`src/rtl/arcre_pkg.sv`:
```
// shared types, constants and helpers for the adaptive replacement cache directory
package arcre_pkg;

    localparam int CAP_MAX = 1024;
    localparam int NENT    = 2 * CAP_MAX;
    localparam int IDX_W   = $clog2(NENT);
    localparam int CNT_W   = IDX_W + 1;
    localparam int BLK_W   = 48;
    localparam int CAP_W   = 11;

    localparam logic [1:0] REQ_WRITE = 2'd1;

    typedef enum logic [2:0] {
        LC_NONE = 3'd0,
        LC_T1   = 3'd1,
        LC_B1   = 3'd2,
        LC_T2   = 3'd3,
        LC_B2   = 3'd4
    } t_list_code;

    typedef enum logic [2:0] {
        CLS_HIT_T1   = 3'd0,
        CLS_HIT_T2   = 3'd1,
        CLS_GHOST_B1 = 3'd2,
        CLS_GHOST_B2 = 3'd3,
        CLS_MISS     = 3'd4
    } t_class;

    typedef enum logic [1:0] {
        OP_SCAN,
        OP_UNLINK,
        OP_POP,
        OP_PUSH
    } t_dir_op;

    typedef struct packed {
        logic [BLK_W-1:0] block;
        t_list_code       code;
        logic             dirty;
        logic [IDX_W-1:0] prev;
        logic [IDX_W-1:0] next;
    } t_entry;

    typedef struct packed {
        t_dir_op          op;
        logic [IDX_W-1:0] e;
        t_list_code       code;
        logic             dset;
        logic             dval;
        logic             setblk;
        logic             newhwm;
    } t_dir_cmd;

    typedef struct packed {
        logic             hit;
        t_list_code       hit_code;
        logic [IDX_W-1:0] hit_e;
        logic             free_v;
        logic [IDX_W-1:0] free_e;
        logic             pop_v;
        logic [IDX_W-1:0] pop_e;
        logic             wb_v;
        logic [BLK_W-1:0] wb_blk;
    } t_dir_rsp;

    // list code to list slot: T1 0, B1 1, T2 2, B2 3
    function automatic logic [1:0] lidx(input t_list_code c);
        logic [2:0] t;
        t = c - 3'd1;
        return t[1:0];
    endfunction

endpackage

```
`src/rtl/arcre_div.sv`:
```
// restoring divider, one quotient bit per cycle, for the ghost size ratio
module arcre_div import arcre_pkg::*; (
    input  logic             i_clk,
    input  logic             i_rst_n,
    input  logic             i_start,
    input  logic [CNT_W-1:0] i_num,
    input  logic [CNT_W-1:0] i_den,
    output logic             o_done,
    output logic [CNT_W-1:0] o_quo
);

    localparam int CW = $clog2(CNT_W + 1);

    logic             r_busy;
    logic             r_done;
    logic [CW-1:0]    r_cnt;
    logic [CNT_W:0]   r_rem;
    logic [CNT_W-1:0] r_quo;
    logic [CNT_W-1:0] r_den;
    logic [CNT_W:0]   trial;
    logic             bit_q;

    assign trial = {r_rem[CNT_W-1:0], r_quo[CNT_W-1]};
    assign bit_q = trial >= {1'b0, r_den};

    always_ff @(posedge i_clk) begin
        if (!i_rst_n) begin
            r_busy <= 1'b0;
            r_done <= 1'b0;
        end else begin
            r_done <= 1'b0;
            if (i_start) begin
                r_busy <= 1'b1;
                r_cnt  <= CW'(CNT_W);
                r_rem  <= '0;
                r_quo  <= i_num;
                r_den  <= i_den;
            end else if (r_busy) begin
                r_rem <= bit_q ? (trial - {1'b0, r_den}) : trial;
                r_quo <= {r_quo[CNT_W-2:0], bit_q};
                r_cnt <= r_cnt - 1'b1;
                if (r_cnt == CW'(1)) begin
                    r_busy <= 1'b0;
                    r_done <= 1'b1;
                end
            end
        end
    end

    assign o_done = r_done;
    assign o_quo  = r_quo;

endmodule

```
`config.mk`:
```
export PLATFORM = sky130hd
export DESIGN_NAME = arcre_div
export DESIGN_NICKNAME = d
export VERILOG_FILES = /design/src/rtl/arcre_pkg.sv /design/src/rtl/arcre_div.sv
export SDC_FILE = /design/constraint.sdc
export NUM_CORES = 1
export LEC_CHECK = 0
export BUFFER_PORTS_ARGS = -buffer_cell sky130_fd_sc_hd__buf_2
export CELL_PAD_IN_SITES_DETAIL_PLACEMENT = 1
export CELL_PAD_IN_SITES_GLOBAL_PLACEMENT = 1
export CORE_ASPECT_RATIO = 1.5
export CORE_MARGIN = 5
export CORE_UTILIZATION = 30
export DETAILED_ROUTE_END_ITERATION = 10
export PLACE_DENSITY = 0.67
export REMOVE_ABC_BUFFERS = 1
export SLEW_MARGIN = 10
export SYNTH_ARGS = -nofsm -noshare
export SYNTH_HDL_FRONTEND = slang
export SYNTH_SLANG_ARGS = --single-unit
```
`constraint.sdc`:
```
create_clock -name i_clk -period 2.2 [get_ports i_clk]
set_input_delay 0.33 -clock i_clk [delete_from_list [all_inputs] [get_ports i_clk]]
set_output_delay 0.33 -clock i_clk [all_outputs]
set_load 0.005 [all_outputs]
```
==> metrics.yaml <==
synthesis:
  synthArstFlopShare: 0
  syn_avg_cell_area_um2: 11.8
  synthCells: 196
  synth_edf_count: 40
  synth-seq-cells: 42
  yosysSeqAreaShare: 0.534
  synth_cell_types: 44
  synth-main-ff-cell: "edfxtp_1"
  yosys_warnings: 0
  syn_area_mm2: 0.00232
global_routing:
  grt_pass1_wl_mm: 9.51
  grt_max_degree: 20
  grt_pass1_vias: 1983
  grt_antenna_before_repair: 0
  grtUsageTotal: 0.130
  grt_overflow: 0
detailed_routing:
  wl_per_cell_um: 15.9
  vias: 1759
  ant_nets: 0
  drt_iter0_markers: 59
  drcViolationCount: 0
  first_pass_iters: 4
  wirelength_mm: 5.93
  post_drt_via_cell_ratio: 4.70
clocking:
  cts_tree: "built"
  h-tree-depth: 2
  clockBufferDepth: 2
  insertion_delay_ns: 0.29
  cts_sinks: 42
  cts_root_buf: "clkbuf_16"
  cts_made_buffers: 5
  clk_pin_slew_ns: 0.06
sta:
  tns_ns: 0
  drv_slew: 0
  max_freq_mhz: 461
  period_share: 0.985
  finClkSkew_ns: 0.00583
  period_needed_ns: 2.17
  holdWs_ns: 0.218
  setup_ws_ns: 0.0328
  finalHoldViolations: 0
  finalSetupViolations: 0
  tightestPinTransition_ns: 0.359
  rsz0062_at_grt: "true"
  relSlewSlack: 0.759
worst_setup_path:
  worstSetupStartpointType: "flip-flop"
  crit_buf_inv: 0
  worstSetupPathDepth: 7
  worstReg2RegStart: "r_rem[2]"
  crit_slowest_cell: "edfxtp_1"
  crit_start: "r_rem[2]"
  critPathTopFamily: "compound AO/OA/AOI/OAI gates"
  crit_path_cell_trace: "ha_4, o21a_1, o31a_1, o21ai_4, a21oi_4, nand2_2, o32ai_2"
  reg2reg_depth: 7
  worstPathArrival_ns: 2.28
  end_kind: "flip-flop"
  crit_path_max_incr_delay_ns: 0.44
  path_class: "reg -> reg"
  crit_required_ns: 2.31
  path_max_fanout: 6
place:
  dp_cells: 359
  io_buffers: 39
  placed_area_mm2: 0.00282
  place_congestion: 0.781
  dp_slack_ns: -0.0767
  dp_hpwl_mm: 4.25
cells_and_area:
  final_core_util: 0.424
  diodes: 0
  drive_above_1_share: 0.485
  area_delta_synth_final_pct: 39.0
  final_area_mm2: 0.00323
  fin_nets: 314
  fin_cells: 374
pwr:
  power.share.sequential: 0.388
  irDropWorstVdd_mv: 0.593
  combinationalPowerShare: 0.345
  internal-power_mw: 1.82
  power_mw: 2.59
  power.share.clock: 0.267
  cellPowerDensity_mw_per_mm2: 803
  power_switching_mw: 0.772
  switching_share: 0.298
  power.leakage_nw: 1.31
floorplan:
  start_util: 0.305
  die_h_um: 118
  io-pin-count: 40
  die_area_mm2: 0.00964
  coreArea_mm2: 0.00761
  rows: 39
  die_w_um: 81.8
status:
  outcome: "complete, no violations"
worst_hold_path:
  hold_class: "in -> reg"
  hp-start: "i_den[6]"
  hold_path_depth: 1
run:
  max_cap_viol_count: 0
[worst register-to-register path: stages, from the launching register on]
cell      delay (ns)
edfxtp_1        0.44
ha_4            0.32
o21a_1          0.13
o31a_1          0.27
o21ai_4         0.11
a21oi_4         0.30
nand2_2         0.15
o32ai_2         0.28
[synth_stat cells (all sizes together), types with 2 or more instances]
| cell type | n | share of area |
|---|---|---|
| a211oi | 3 | 0.016 |
| a21o | 2 | 0.0065 |
| a21oi | 12 | 0.031 |
| buf | 2 | 0.0065 |
| clkbuf | 2 | 0.0032 |
| dfxtp | 2 | 0.017 |
| edfxtp | 40 | 0.52 |
| ha | 14 | 0.075 |
| inv | 19 | 0.031 |
| mux2 | 12 | 0.058 |
| mux2i | 2 | 0.0086 |
| nand2 | 23 | 0.039 |
| nand3 | 2 | 0.0043 |
| nor2 | 12 | 0.019 |
| nor2b | 2 | 0.0054 |
| nor3 | 7 | 0.017 |
| o21a | 7 | 0.023 |
| o21ai | 6 | 0.015 |
| o22ai | 2 | 0.0054 |
| o32ai | 2 | 0.011 |
| xnor2 | 8 | 0.030 |
[timing repair]
item / 4_1_cts / 5_1_grt
gates cloned: 1 / 0
hold buffers: 0 / 0
resized for setup: 7 / 34
pin swaps: 11 / 11
setup endpoints to repair: 10 / 13
setup buffers: 3 / 4
[final timing paths]
| check | to | slack (ns) |
|---|---|---|
| min | r_den[6] | 0.22 |
| max reg2reg | r_rem[9] | 0.03 |
| max | r_rem[9] | 0.03 |
| min reg2reg | o_done | 0.45 |
[power groups by stage]
| stage | Clock (mW) | Combinational, mW | Sequential, mW |
|---|---|---|---|
| 2_1_floorplan | 0 | 0.429 | 1.01 |
| 3_3_place_gp | 0 | 0.691 | 1.01 |
| 3_5_place_dp | 0 | 0.704 | 1.01 |
| 4_1_cts | 0.717 | 0.765 | 1.00 |
| 5_1_grt | 0.758 | 0.973 | 1.01 |
| 6_report | 0.692 | 0.894 | 1.01 |
[layer usage]
layer	share of wire	wire [um]	vias up	global-route usage
li1	-	-	860	-
met1	0.39	2330	867	0.148
met2	0.57	3350	23	0.226
met3	0.017	98	9	0.0207
met4	0.026	153	0	0.0665
met5	0	0	-	0
[registers in the layout (all words and copies together), names as in the netlist]
name,count
o_done,1
o_quo,12
r_busy,1
r_cnt,4
r_den,12
r_rem,12
[kinds of logic (layout without fill, tap and decap cells)]
group                    count (synthesis)  in the layout  synth area share
adder cells (fa/ha/maj)                 15             15            0.0841
buffers and inverters                   23             98            0.0404
AO/OA/AOI/OAI                           41             42             0.137
flip-flops                              42             42             0.534
multiplexers                            14             14            0.0668
AND/OR/NAND/NOR                         52             52             0.103
XOR/XNOR                                 9              9            0.0339
[cells in the final DEF, fill, tap and decap left out, types with 2 or more instances in the layout]
cell type   n
o22ai_1     2
a211oi_2    2
ha_1        6
nor2b_4     2
buf_4      30
edfxtp_1   40
nand2_2     4
xnor2_1     8
o21ai_1     2
clkbuf_16   5
a21oi_1     7
nor2_1     11
nor3_4      2
o21a_1      7
o21ai_0     2
mux2i_1     2
o32ai_2     2
nand2_1    18
dfxtp_1     2
buf_6       3
inv_2       2
a21oi_2     5
inv_1      17
clkinv_2    2
ha_2        2
ha_4        6
nor3_1      4
buf_2      39
mux2_2     12
[cell type report]
cell class                 count  area (um2)
multi-input combinational    132        1200
clock inverter                 2        10.0
inverter                      19        71.3
timing repair buffer          72         454
fill                         861        4380
sequential                    42        1240
clock buffer                   5         125
tap                          102         128
Note: power is estimated with default switching activity, not from simulation.
